[src/rtl/mtet_pkg.sv]
`timescale 1ns / 1ps

package mtet_pkg;

  localparam int COORD_W = 16;
  localparam int DIST_W = 17;
  localparam int THR_W = 17;
  localparam int CFG_IDX_W = 2;

  localparam logic [4:0] EV_SYNC = 5'd0;
  localparam logic [4:0] EV_ABS = 5'd3;

  localparam logic [9:0] CODE_FRAME = 10'd0;
  localparam logic [9:0] CODE_CONTACT = 10'd2;
  localparam logic [9:0] CODE_POS_X = 10'h035;
  localparam logic [9:0] CODE_POS_Y = 10'h036;
  localparam logic [9:0] CODE_TRACK_ID = 10'h039;

  localparam logic [CFG_IDX_W-1:0] CFG_MOVE_THR = 2'd0;
  localparam logic [CFG_IDX_W-1:0] CFG_STOP_THR = 2'd1;
  localparam logic [CFG_IDX_W-1:0] CFG_GHOST_DIST = 2'd2;

  localparam logic [THR_W-1:0] MOVE_THR_RST = 17'd10;
  localparam logic [THR_W-1:0] STOP_THR_RST = 17'd5;
  localparam logic [THR_W-1:0] GHOST_DIST_RST = 17'd20;

  typedef enum logic [1:0] {
    PH_RELEASED = 2'd0,
    PH_PRESSED  = 2'd1,
    PH_MOVING   = 2'd2
  } phase_t;

  typedef enum logic [1:0] {
    KIND_PRESS   = 2'd0,
    KIND_RELEASE = 2'd1,
    KIND_MOVING  = 2'd2,
    KIND_STOPPED = 2'd3
  } kind_t;

  typedef struct packed {
    phase_t               phase;
    logic [COORD_W-1:0]   x;
    logic [COORD_W-1:0]   y;
  } entry_t;

endpackage

[src/rtl/mtet_ram.sv]
`timescale 1ns / 1ps

module mtet_ram #(
  parameter int WIDTH = 34,
  parameter int DEPTH = 16
) (
  input  logic                     clk,
  input  logic                     we,
  input  logic [$clog2(DEPTH)-1:0] waddr,
  input  logic [WIDTH-1:0]         wdata,
  input  logic                     re,
  input  logic [$clog2(DEPTH)-1:0] raddr,
  output logic [WIDTH-1:0]         rdata
);

  logic [WIDTH-1:0] mem [DEPTH];
  logic [WIDTH-1:0] rdata_r;

  always_ff @(posedge clk) begin
    if (we) begin
      mem[waddr] <= wdata;
    end
    if (re) begin
      rdata_r <= mem[raddr];
    end
  end

  assign rdata = rdata_r;

endmodule

[src/rtl/mtet_dist.sv]
`timescale 1ns / 1ps

module mtet_dist import mtet_pkg::*; (
  input  logic               clk,
  input  logic [COORD_W-1:0] pend_x,
  input  logic [COORD_W-1:0] pend_y,
  input  entry_t             own,
  input  entry_t             oth,
  output logic [DIST_W-1:0]  dist_own,
  output logic [DIST_W-1:0]  dist_oth
);

  logic [COORD_W-1:0] dx_own, dy_own, dx_oth, dy_oth;
  logic [DIST_W-1:0]  dist_own_r, dist_oth_r;
  logic [DIST_W-1:0]  dist_own_nxt, dist_oth_nxt;

  always_comb begin
    dx_own = (pend_x > own.x) ? pend_x - own.x : own.x - pend_x;
    dy_own = (pend_y > own.y) ? pend_y - own.y : own.y - pend_y;
    dx_oth = (pend_x > oth.x) ? pend_x - oth.x : oth.x - pend_x;
    dy_oth = (pend_y > oth.y) ? pend_y - oth.y : oth.y - pend_y;
    dist_own_nxt = {1'b0, dx_own} + {1'b0, dy_own};
    dist_oth_nxt = {1'b0, dx_oth} + {1'b0, dy_oth};
  end

  always_ff @(posedge clk) begin
    dist_own_r <= dist_own_nxt;
    dist_oth_r <= dist_oth_nxt;
  end

  assign dist_own = dist_own_r;
  assign dist_oth = dist_oth_r;

endmodule

[src/rtl/multitouch_event_tracker_unit.sv]
`timescale 1ns / 1ps

// Channel  Direction  Handshake              Payload
// in       input      in_valid / in_stall    event_type, event_code, event_value
// out      output     out_valid / out_stall  kind, finger, pos_x, pos_y, last_of_run
// cfg      input      cfg_valid / cfg_ready  cfg_index, cfg_wdata
//
// Axis events, and contact reports for an out-of-range id, leave the sequencer idle. Other
// contact reports step through S_CRD1, S_CRD2 (fingers 0 and 1 only), S_CDIST and S_CEXE,
// then S_COUT once per result. A frame report visits one slot per cycle in S_FISS and reads
// each released finger in S_FDAT, where a stalled output holds it; the single table port
// sets this. Reset is synchronous and returns all fingers to released.
// A stalled output holds the sequencer until the pending result transfers.

module multitouch_event_tracker_unit import mtet_pkg::*; #(
  parameter int FINGER_SLOTS = 16
) (
  input  logic                  clk,
  input  logic                  rst_n,
  input  logic                  in_valid,
  output logic                  in_stall,
  input  logic [4:0]            in_event_type,
  input  logic [9:0]            in_event_code,
  input  logic signed [31:0]    in_event_value,
  output logic                  out_valid,
  input  logic                  out_stall,
  output logic [1:0]            out_kind,
  output logic [3:0]            out_finger,
  output logic [15:0]           out_pos_x,
  output logic [15:0]           out_pos_y,
  output logic                  out_last_of_run,
  input  logic                  cfg_valid,
  output logic                  cfg_ready,
  input  logic [CFG_IDX_W-1:0]  cfg_index,
  input  logic [THR_W-1:0]      cfg_wdata
);

  localparam int IDW = $clog2(FINGER_SLOTS);
  localparam int EW = $bits(entry_t);

  typedef enum logic [2:0] {
    S_IDLE,
    S_CRD1,
    S_CRD2,
    S_CDIST,
    S_CEXE,
    S_COUT,
    S_FISS,
    S_FDAT
  } state_t;

  state_t                  state_r, state_nxt;
  logic [THR_W-1:0]        mv_thr_r, mv_thr_nxt;
  logic [THR_W-1:0]        st_thr_r, st_thr_nxt;
  logic [THR_W-1:0]        gh_thr_r, gh_thr_nxt;
  logic [COORD_W-1:0]      pend_x_r, pend_x_nxt;
  logic [COORD_W-1:0]      pend_y_r, pend_y_nxt;
  logic [1:0]              fresh_r, fresh_nxt;
  logic                    cur_ok_r, cur_ok_nxt;
  logic [IDW-1:0]          cur_slot_r, cur_slot_nxt;
  logic [FINGER_SLOTS-1:0] seen_r, seen_nxt;
  logic [FINGER_SLOTS-1:0] active_r, active_nxt;
  logic [FINGER_SLOTS-1:0] vld_r, vld_nxt;
  logic [IDW-1:0]          slot_r, slot_nxt;
  logic [IDW-1:0]          rd_addr_r, rd_addr_nxt;
  entry_t                  own_r, own_nxt;
  entry_t                  oth_r, oth_nxt;
  logic                    em_press_r, em_press_nxt;
  logic                    em_mv_r, em_mv_nxt;
  logic                    em_st_r, em_st_nxt;
  logic                    out_valid_r, out_valid_nxt;
  kind_t                   out_kind_r, out_kind_nxt;
  logic [IDW-1:0]          out_slot_r, out_slot_nxt;
  logic [COORD_W-1:0]      out_x_r, out_x_nxt;
  logic [COORD_W-1:0]      out_y_r, out_y_nxt;
  logic                    out_last_r, out_last_nxt;

  logic                    accept;
  logic                    out_free;
  logic [FINGER_SLOTS-1:0] rel_mask;
  logic                    ram_we, ram_re;
  logic [IDW-1:0]          ram_waddr, ram_raddr;
  entry_t                  ram_wdata;
  logic [EW-1:0]           ram_rdata;
  entry_t                  rd_entry;
  logic [DIST_W-1:0]       dist_own, dist_oth;
  logic                    is_pair, scan_end, run_last;
  logic                    mv, st, ghost_ok;
  phase_t                  ph1, ph2;
  logic [IDW+3:0]          slot_ext;
  logic [COORD_W-1:0]      sat_val;

  mtet_ram #(
    .WIDTH (EW),
    .DEPTH (FINGER_SLOTS)
  ) u_table (
    .clk   (clk),
    .we    (ram_we),
    .waddr (ram_waddr),
    .wdata (ram_wdata),
    .re    (ram_re),
    .raddr (ram_raddr),
    .rdata (ram_rdata)
  );

  mtet_dist u_dist (
    .clk      (clk),
    .pend_x   (pend_x_r),
    .pend_y   (pend_y_r),
    .own      (own_r),
    .oth      (oth_r),
    .dist_own (dist_own),
    .dist_oth (dist_oth)
  );

  assign in_stall = (state_r != S_IDLE);
  assign accept = in_valid && !in_stall;
  assign out_free = !out_valid_r || !out_stall;
  assign rel_mask = active_r & ~seen_r;
  assign rd_entry = vld_r[rd_addr_r] ? entry_t'(ram_rdata) : entry_t'('0);
  assign is_pair = ({1'b0, slot_r} < (IDW + 1)'(2));
  assign scan_end = ({1'b0, slot_r} == (IDW + 1)'(FINGER_SLOTS - 1));
  assign run_last = ((rel_mask >> slot_r) >> 1) == '0;
  assign cfg_ready = 1'b1;

  always_comb begin
    if (in_event_value[31]) begin
      sat_val = '0;
    end else if (|in_event_value[30:16]) begin
      sat_val = '1;
    end else begin
      sat_val = in_event_value[15:0];
    end
  end

  always_comb begin
    mv = (own_r.phase == PH_PRESSED) && (dist_own > mv_thr_r);
    ph1 = mv ? PH_MOVING : own_r.phase;
    st = (ph1 == PH_MOVING) && (dist_own < st_thr_r);
    ph2 = st ? PH_PRESSED : ph1;
    ghost_ok = is_pair && ((oth_r.phase == PH_RELEASED) || (dist_oth > gh_thr_r));
  end

  always_comb begin
    state_nxt = state_r;
    mv_thr_nxt = mv_thr_r;
    st_thr_nxt = st_thr_r;
    gh_thr_nxt = gh_thr_r;
    pend_x_nxt = pend_x_r;
    pend_y_nxt = pend_y_r;
    fresh_nxt = fresh_r;
    cur_ok_nxt = cur_ok_r;
    cur_slot_nxt = cur_slot_r;
    seen_nxt = seen_r;
    active_nxt = active_r;
    vld_nxt = vld_r;
    slot_nxt = slot_r;
    rd_addr_nxt = rd_addr_r;
    own_nxt = own_r;
    oth_nxt = oth_r;
    em_press_nxt = em_press_r;
    em_mv_nxt = em_mv_r;
    em_st_nxt = em_st_r;
    out_valid_nxt = out_valid_r && out_stall;
    out_kind_nxt = out_kind_r;
    out_slot_nxt = out_slot_r;
    out_x_nxt = out_x_r;
    out_y_nxt = out_y_r;
    out_last_nxt = out_last_r;
    ram_we = 1'b0;
    ram_waddr = slot_r;
    ram_wdata = rd_entry;
    ram_re = 1'b0;
    ram_raddr = slot_r;

    if (cfg_valid) begin
      case (cfg_index)
        CFG_MOVE_THR:   mv_thr_nxt = cfg_wdata;
        CFG_STOP_THR:   st_thr_nxt = cfg_wdata;
        CFG_GHOST_DIST: gh_thr_nxt = cfg_wdata;
        default: ;
      endcase
    end

    case (state_r)
      S_IDLE: begin
        if (accept) begin
          case (in_event_type)
            EV_ABS: begin
              case (in_event_code)
                CODE_POS_X: begin
                  pend_x_nxt = sat_val;
                  fresh_nxt[0] = 1'b1;
                end
                CODE_POS_Y: begin
                  pend_y_nxt = sat_val;
                  fresh_nxt[1] = 1'b1;
                end
                CODE_TRACK_ID: begin
                  cur_ok_nxt = !in_event_value[31] &&
                               (in_event_value[30:0] < 31'(FINGER_SLOTS));
                  cur_slot_nxt = in_event_value[IDW-1:0];
                end
                default: ;
              endcase
            end
            EV_SYNC: begin
              case (in_event_code)
                CODE_CONTACT: begin
                  if (cur_ok_r) begin
                    seen_nxt[cur_slot_r] = 1'b1;
                    ram_re = 1'b1;
                    ram_raddr = cur_slot_r;
                    rd_addr_nxt = cur_slot_r;
                    slot_nxt = cur_slot_r;
                    state_nxt = S_CRD1;
                  end else begin
                    fresh_nxt = 2'b00;
                  end
                end
                CODE_FRAME: begin
                  if (rel_mask != '0) begin
                    slot_nxt = '0;
                    state_nxt = S_FISS;
                  end else begin
                    seen_nxt = '0;
                  end
                end
                default: ;
              endcase
            end
            default: ;
          endcase
        end
      end
      S_CRD1: begin
        own_nxt = rd_entry;
        if (is_pair) begin
          ram_re = 1'b1;
          ram_raddr = slot_r ^ IDW'(1);
          rd_addr_nxt = slot_r ^ IDW'(1);
          state_nxt = S_CRD2;
        end else begin
          oth_nxt = '0;
          state_nxt = S_CDIST;
        end
      end
      S_CRD2: begin
        oth_nxt = rd_entry;
        state_nxt = S_CDIST;
      end
      S_CDIST: begin
        state_nxt = S_CEXE;
      end
      S_CEXE: begin
        fresh_nxt = 2'b00;
        em_press_nxt = 1'b0;
        em_mv_nxt = 1'b0;
        em_st_nxt = 1'b0;
        state_nxt = S_IDLE;
        if (fresh_r == 2'b11 && own_r.phase == PH_RELEASED) begin
          ram_we = 1'b1;
          ram_wdata = '{phase: PH_PRESSED, x: pend_x_r, y: pend_y_r};
          active_nxt[slot_r] = 1'b1;
          vld_nxt[slot_r] = 1'b1;
          em_press_nxt = 1'b1;
          state_nxt = S_COUT;
        end else if (own_r.phase == PH_PRESSED || own_r.phase == PH_MOVING) begin
          ram_we = 1'b1;
          ram_wdata.phase = ph2;
          ram_wdata.x = ghost_ok ? pend_x_r : own_r.x;
          ram_wdata.y = ghost_ok ? pend_y_r : own_r.y;
          em_mv_nxt = mv;
          em_st_nxt = st;
          if (mv || st) begin
            state_nxt = S_COUT;
          end
        end
      end
      S_COUT: begin
        if (out_free) begin
          out_valid_nxt = 1'b1;
          out_slot_nxt = slot_r;
          out_x_nxt = '0;
          out_y_nxt = '0;
          if (em_press_r) begin
            out_kind_nxt = KIND_PRESS;
            out_x_nxt = pend_x_r;
            out_y_nxt = pend_y_r;
            out_last_nxt = 1'b1;
            em_press_nxt = 1'b0;
            state_nxt = S_IDLE;
          end else if (em_mv_r) begin
            out_kind_nxt = KIND_MOVING;
            out_last_nxt = !em_st_r;
            em_mv_nxt = 1'b0;
            if (!em_st_r) begin
              state_nxt = S_IDLE;
            end
          end else begin
            out_kind_nxt = KIND_STOPPED;
            out_last_nxt = 1'b1;
            em_st_nxt = 1'b0;
            state_nxt = S_IDLE;
          end
        end
      end
      S_FISS: begin
        if (rel_mask[slot_r]) begin
          ram_re = 1'b1;
          ram_raddr = slot_r;
          rd_addr_nxt = slot_r;
          state_nxt = S_FDAT;
        end else if (scan_end) begin
          seen_nxt = '0;
          state_nxt = S_IDLE;
        end else begin
          slot_nxt = slot_r + 1'b1;
        end
      end
      S_FDAT: begin
        if (out_free) begin
          out_valid_nxt = 1'b1;
          out_kind_nxt = KIND_RELEASE;
          out_slot_nxt = slot_r;
          out_x_nxt = rd_entry.x;
          out_y_nxt = rd_entry.y;
          out_last_nxt = run_last;
          ram_we = 1'b1;
          ram_wdata = '{phase: PH_RELEASED, x: rd_entry.x, y: rd_entry.y};
          active_nxt[slot_r] = 1'b0;
          if (run_last) begin
            seen_nxt = '0;
            state_nxt = S_IDLE;
          end else begin
            slot_nxt = slot_r + 1'b1;
            state_nxt = S_FISS;
          end
        end
      end
      default: begin
        state_nxt = S_IDLE;
      end
    endcase
  end

  always_ff @(posedge clk) begin
    if (!rst_n) begin
      state_r <= S_IDLE;
      mv_thr_r <= MOVE_THR_RST;
      st_thr_r <= STOP_THR_RST;
      gh_thr_r <= GHOST_DIST_RST;
      pend_x_r <= '0;
      pend_y_r <= '0;
      fresh_r <= 2'b00;
      cur_ok_r <= 1'b1;
      cur_slot_r <= '0;
      seen_r <= '0;
      active_r <= '0;
      vld_r <= '0;
      em_press_r <= 1'b0;
      em_mv_r <= 1'b0;
      em_st_r <= 1'b0;
      out_valid_r <= 1'b0;
    end else begin
      state_r <= state_nxt;
      mv_thr_r <= mv_thr_nxt;
      st_thr_r <= st_thr_nxt;
      gh_thr_r <= gh_thr_nxt;
      pend_x_r <= pend_x_nxt;
      pend_y_r <= pend_y_nxt;
      fresh_r <= fresh_nxt;
      cur_ok_r <= cur_ok_nxt;
      cur_slot_r <= cur_slot_nxt;
      seen_r <= seen_nxt;
      active_r <= active_nxt;
      vld_r <= vld_nxt;
      em_press_r <= em_press_nxt;
      em_mv_r <= em_mv_nxt;
      em_st_r <= em_st_nxt;
      out_valid_r <= out_valid_nxt;
    end
    slot_r <= slot_nxt;
    rd_addr_r <= rd_addr_nxt;
    own_r <= own_nxt;
    oth_r <= oth_nxt;
    out_kind_r <= out_kind_nxt;
    out_slot_r <= out_slot_nxt;
    out_x_r <= out_x_nxt;
    out_y_r <= out_y_nxt;
    out_last_r <= out_last_nxt;
  end

  assign slot_ext = {4'b0000, out_slot_r};
  assign out_valid = out_valid_r;
  assign out_kind = out_kind_r;
  assign out_finger = slot_ext[3:0];
  assign out_pos_x = out_x_r;
  assign out_pos_y = out_y_r;
  assign out_last_of_run = out_last_r;

`ifndef SYNTHESIS
  a_active_has_entry: assert property (@(posedge clk) disable iff (!rst_n)
    (active_r & ~vld_r) == '0)
    else $error("Active finger without a written table entry.");

  a_run_continues: assert property (@(posedge clk) disable iff (!rst_n)
    out_valid && !out_stall && !out_last_of_run |-> state_r != S_IDLE)
    else $error("Result run left open while the sequencer is idle.");

  a_fresh_cleared: assert property (@(posedge clk) disable iff (!rst_n)
    state_r == S_CEXE |=> fresh_r == 2'b00)
    else $error("Fresh position flags not cleared after a contact report.");
`endif

endmodule

[config.mk]
export PLATFORM = sky130hd
export DESIGN_NAME = multitouch_event_tracker_unit
export DESIGN_NICKNAME = d
export VERILOG_FILES = /design/src/rtl/mtet_pkg.sv /design/src/rtl/mtet_ram.sv /design/src/rtl/mtet_dist.sv /design/src/rtl/multitouch_event_tracker_unit.sv
export SDC_FILE = /design/constraint.sdc
export NUM_CORES = 2
export LEC_CHECK = 0
export BUFFER_PORTS_ARGS = -buffer_cell sky130_fd_sc_hd__buf_2
export CAP_MARGIN = 20
export CORE_MARGIN = 4
export CORE_UTILIZATION = 45
export DETAILED_ROUTE_END_ITERATION = 10
export HOLD_SLACK_MARGIN = 0.06
export PLACE_DENSITY = 0.66
export SYNTH_ARGS = -nofsm -noshare
export SYNTH_HDL_FRONTEND = slang
export SYNTH_SLANG_ARGS = --single-unit
[constraint.sdc]
create_clock -name clk -period 9 [get_ports clk]
set_clock_uncertainty 0.1 [all_clocks]
set_input_delay 0.9 -clock clk [delete_from_list [all_inputs] [get_ports clk]]
set_output_delay 0.9 -clock clk [all_outputs]
set_load 0.02 [all_outputs]
==> impl_results.md <==
* Outcome: complete, no violations
* Die width at 318 um
* Ant. Diodes at 0
* Int Power at 8.22 mW
* Leading area contributor after synthesis: edfxtp_1
* Initial antenna violation count at 0
* Critical path peak fanout at 25
* Core Area at 0.0953 mm2
* Sw frac at 33.2%
* Worst-Skew Late Latency at 0.67 ns
* Clock power share at 30.1%
* Sinks on Clock Net at 872
* Synth top area share at 48.0%
* DRC Markers at 0
* Vias at 31900
* Pwr Density at 255 mW/mm2
* DRT Pass-1 Iters at 6
* Distinct cell type count after synthesis at 82
* WHS at 0.361 ns
* Top-Level Pins at 113
* HP Class: flip-flop to flip-flop
* Synthesis Warnings at 0
* Post-DRT Antenna Nets at 0
* WP data arrival at 6.14 ns
* Full die area at 0.101 mm2
* H-tree level count at 3
* Pin count of the biggest net entering global routing at 180
* Met3 WL post-DR at 9000 um
* Post-CTS Setup Inserts at 0
* Tightest Pin Transition at 1.06 ns
* Area Overhead vs Synth at 11.2%
* Rel. slew slack at 28.9%
* Crit share post-route at 62.9%
* Placer Congestion at 0.928
* Critical Path Source Type: flip-flop
* Mapped Nets at 4474
* Vias in the first global route at 30600
* # setup viols final at 0
* Clock slew at reported path FFs at 0.06 ns
* Die H at 318 um
* Max Cap Violations at 0
* Top sig layer: met4
* First-pass GRT wire length at 186000 um
* Synth Flop Type: edfxtp_1
* Async S/R FF share, synth at 0%
* CTS root buffer: clkbuf_16
* Psw at 4.08 mW
* Peak VDD IR at 160 uV
* Fraction of layout cells with a size suffix above 1 at 9.08%
* Post-synth EDFFs at 693
* HPWL after DPL at 76900 um
* Sequential area share after synthesis at 56.3%
* Post-cts resize count at 0
* Post-synthesis instance area at 0.0433 mm2
* Combinational share of power at 30.0%
* Num CTS Buffers at 89
* Met2 wire len at 58100 um
* CTS Buffer Depth at 3
* Synth top area cells: edfxtp_1, dfxtp_1, nand2_1
* Leak at 18.1 nW
* Final core occ at 50.6%
* Row cnt at 113
* CTS tree: done
* PortBufs at 111
* Avg Cell Area, Syn at 10.4 um2
* Initial Utilization at 45.5%
* Hold_buf cts at 0
* Setup TNS at 0 ns
* WS Path Type: flip-flop to flip-flop
* Cells after Synth at 4181
* Grt ovf at 0
* Post-synthesis register bit count at 872
* Drt via density at 5.74
* Max Clk Rate at 0.177 GHz
* WL/cell at 22.3 um
* Detailed router's first-iteration violation count at 2882
* Net count, final at 4507
* RSZ-0062 raised after global routing: no
* Hold Fails Final Rpt at 0
* Met1 Routed Length at 51600 um
* Routed WL at 124000 um
* Register share of total power at 40.0%
* Final Critical Period at 5.66 ns
* Final Max Tran Viols at 0
* Crit. End Element: flip-flop
* Tot GR Track Use at 23.6%
* Worst path required time at 9.48 ns
[per-stage QoR]
| stage | power [mW] | instances | worst slack [ns] | area, um2 |
|---|---|---|---|---|
| 5_1_grt | 12.9 | 5551 | 2.90 | 48200 |
| 3_3_place_gp | 8.61 | 5385 | 3.55 | 45200 |
| 2_1_floorplan | 7.56 | 4181 | 2.68 | 43300 |
| 6_report | 12.3 | 5551 | 3.34 | 48200 |
| 3_5_place_dp | 8.64 | 5386 | 3.46 | 45300 |
| 4_1_cts | 12.3 | 5549 | 3.39 | 48200 |
[logic make-up (layout without fill, tap and decap cells)]
| kind of cell | after synthesis | count (layout) | share of synthesized area [%] |
|---|---|---|---|
| multiplexers | 73 | 73 | 1.99 |
| flip-flops | 872 | 872 | 56.3 |
| AO/OA/AOI/OAI | 812 | 812 | 12.2 |
| XOR/XNOR | 82 | 82 | 1.66 |
| buffers and inverters | 471 | 576 | 4.39 |
| other | 1 | 1 | 0.00865 |
| adder cells (fa/ha/maj) | 222 | 222 | 6.58 |
| AND/OR/NAND/NOR | 1648 | 1648 | 16.9 |
[critical path, cell delays in order, from the launching register on]
cell and delay [ns]:
dfxtp_1 0.36, inv_1 0.11, ha_1 0.18, inv_1 0.06, fa_1 0.38, a21o_1 0.20
a221o_1 0.32, o41a_1 0.38, and3_1 0.24, o21ai_4 0.61, mux2_2 0.31, inv_1 0.06
fa_1 0.46, nor2b_1 0.11, o21ai_0 0.09, a21boi_0 0.36, o211ai_1 0.17, a21oi_1 0.23
nor3_1 0.10, o41ai_1 0.54, nand3_1 0.13, nand2_1 0.07
[flip-flops by register name, summed over array words and instances, names as in the netlist, 16 cells and up, named ones only]
name and count:
u_dist.dist_own 17, oth_r 34, pend_y_r 16, seen_r 16, u_dist.dist_oth 17, u_table.mem 544, pend_x_r 16, vld_r 16
st_thr_r 17, u_table.rdata 34, mv_thr_r 17, out_pos_y 16, gh_thr_r 17, out_pos_x 16, own_r 34
[routing by layer]
metal,global-route usage (%),vias up
met5,0,-
met4,9.51,0
met3,4.02,229
met2,38.4,1185
met1,31.7,15500
li1,-,14900
[power groups by stage]
| stage | clock network [mW] | logic (mW) | registers [mW] |
|---|---|---|---|
| 6_report | 3.70 | 3.69 | 4.91 |
| 5_1_grt | 3.93 | 4.04 | 4.94 |
| 4_1_cts | 3.75 | 3.66 | 4.92 |
| 3_5_place_dp | 0 | 3.64 | 5.00 |
| 3_3_place_gp | 0 | 3.61 | 5.00 |
| 2_1_floorplan | 0 | 2.62 | 4.94 |
[layout by cell type, fill, tap and decap left out, types with 13 or more instances in the layout]
cell / count
nand2_1: 793
edfxtp_1: 693
nand3_1: 333
a21oi_1: 286
inv_1: 237
ha_1: 212
nor2_1: 195
dfxtp_1: 179
o21ai_0: 114
buf_2: 110
clkbuf_16: 90
o21a_1: 83
nor2b_1: 70
a21o_1: 67
nor3_1: 58
buf_4: 58
xnor2_1: 53
a21boi_0: 52
nor4_1: 51
mux2i_1: 49
xor2_1: 29
nand4_1: 28
nand2b_1: 25
a211oi_1: 22
o211ai_1: 21
a221o_1: 21
and3_1: 19
nor2_4: 18
a31oi_1: 17
o21bai_1: 16
clkinv_1: 16
clkinv_2: 15
o31ai_1: 14
a222oi_1: 14
clkbuf_1: 14
mux2_2: 13
[synth_stat cells, drive strengths merged, types with 6 or more instances]
library cell,n
nand2,794
edfxtp,693
nand3,333
a21oi,291
inv,238
nor2,216
ha,212
dfxtp,179
clkbuf,149
o21ai,117
o21a,84
buf,83
nor2b,70
a21o,67
nor3,58
xnor2,53
a21boi,52
nor4,52
mux2i,50
xor2,29
nand4,28
nand2b,25
a211oi,23
a221o,21
o211ai,21
and3,19
a31oi,17
o21bai,16
a222oi,14
mux2,14
o31ai,14
a22o,10
and2,10
fa,10
nand3b,10
mux4,9
or2,9
o22ai,8
or3,8
a22oi,7
a211o,6
a221oi,6
[layout make-up]
cell class	instances	area, um2
Multi-Input combinational cell	2838	17300
Clock inverter	56	561
Inverter	239	902
Tap cell	1265	1580
Timing Repair Buffer	174	1080
Fill cell	8481	47100
Sequential cell	872	24400
Clock buffer	107	2350
[worst paths after layout]
check                    from             endpoint  slack (ns)  depth (start not counted)
hold reg to reg     seen_r[3]            seen_r[3]        0.36                          1
hold / removal      seen_r[3]            seen_r[3]        0.36                          1
setup reg to reg  pend_y_r[0]  u_dist.dist_own[16]        3.34                         21
setup / recovery  pend_y_r[0]  u_dist.dist_own[16]        3.34                         21
No activity file was read; power rests on OpenSTA's default activity.
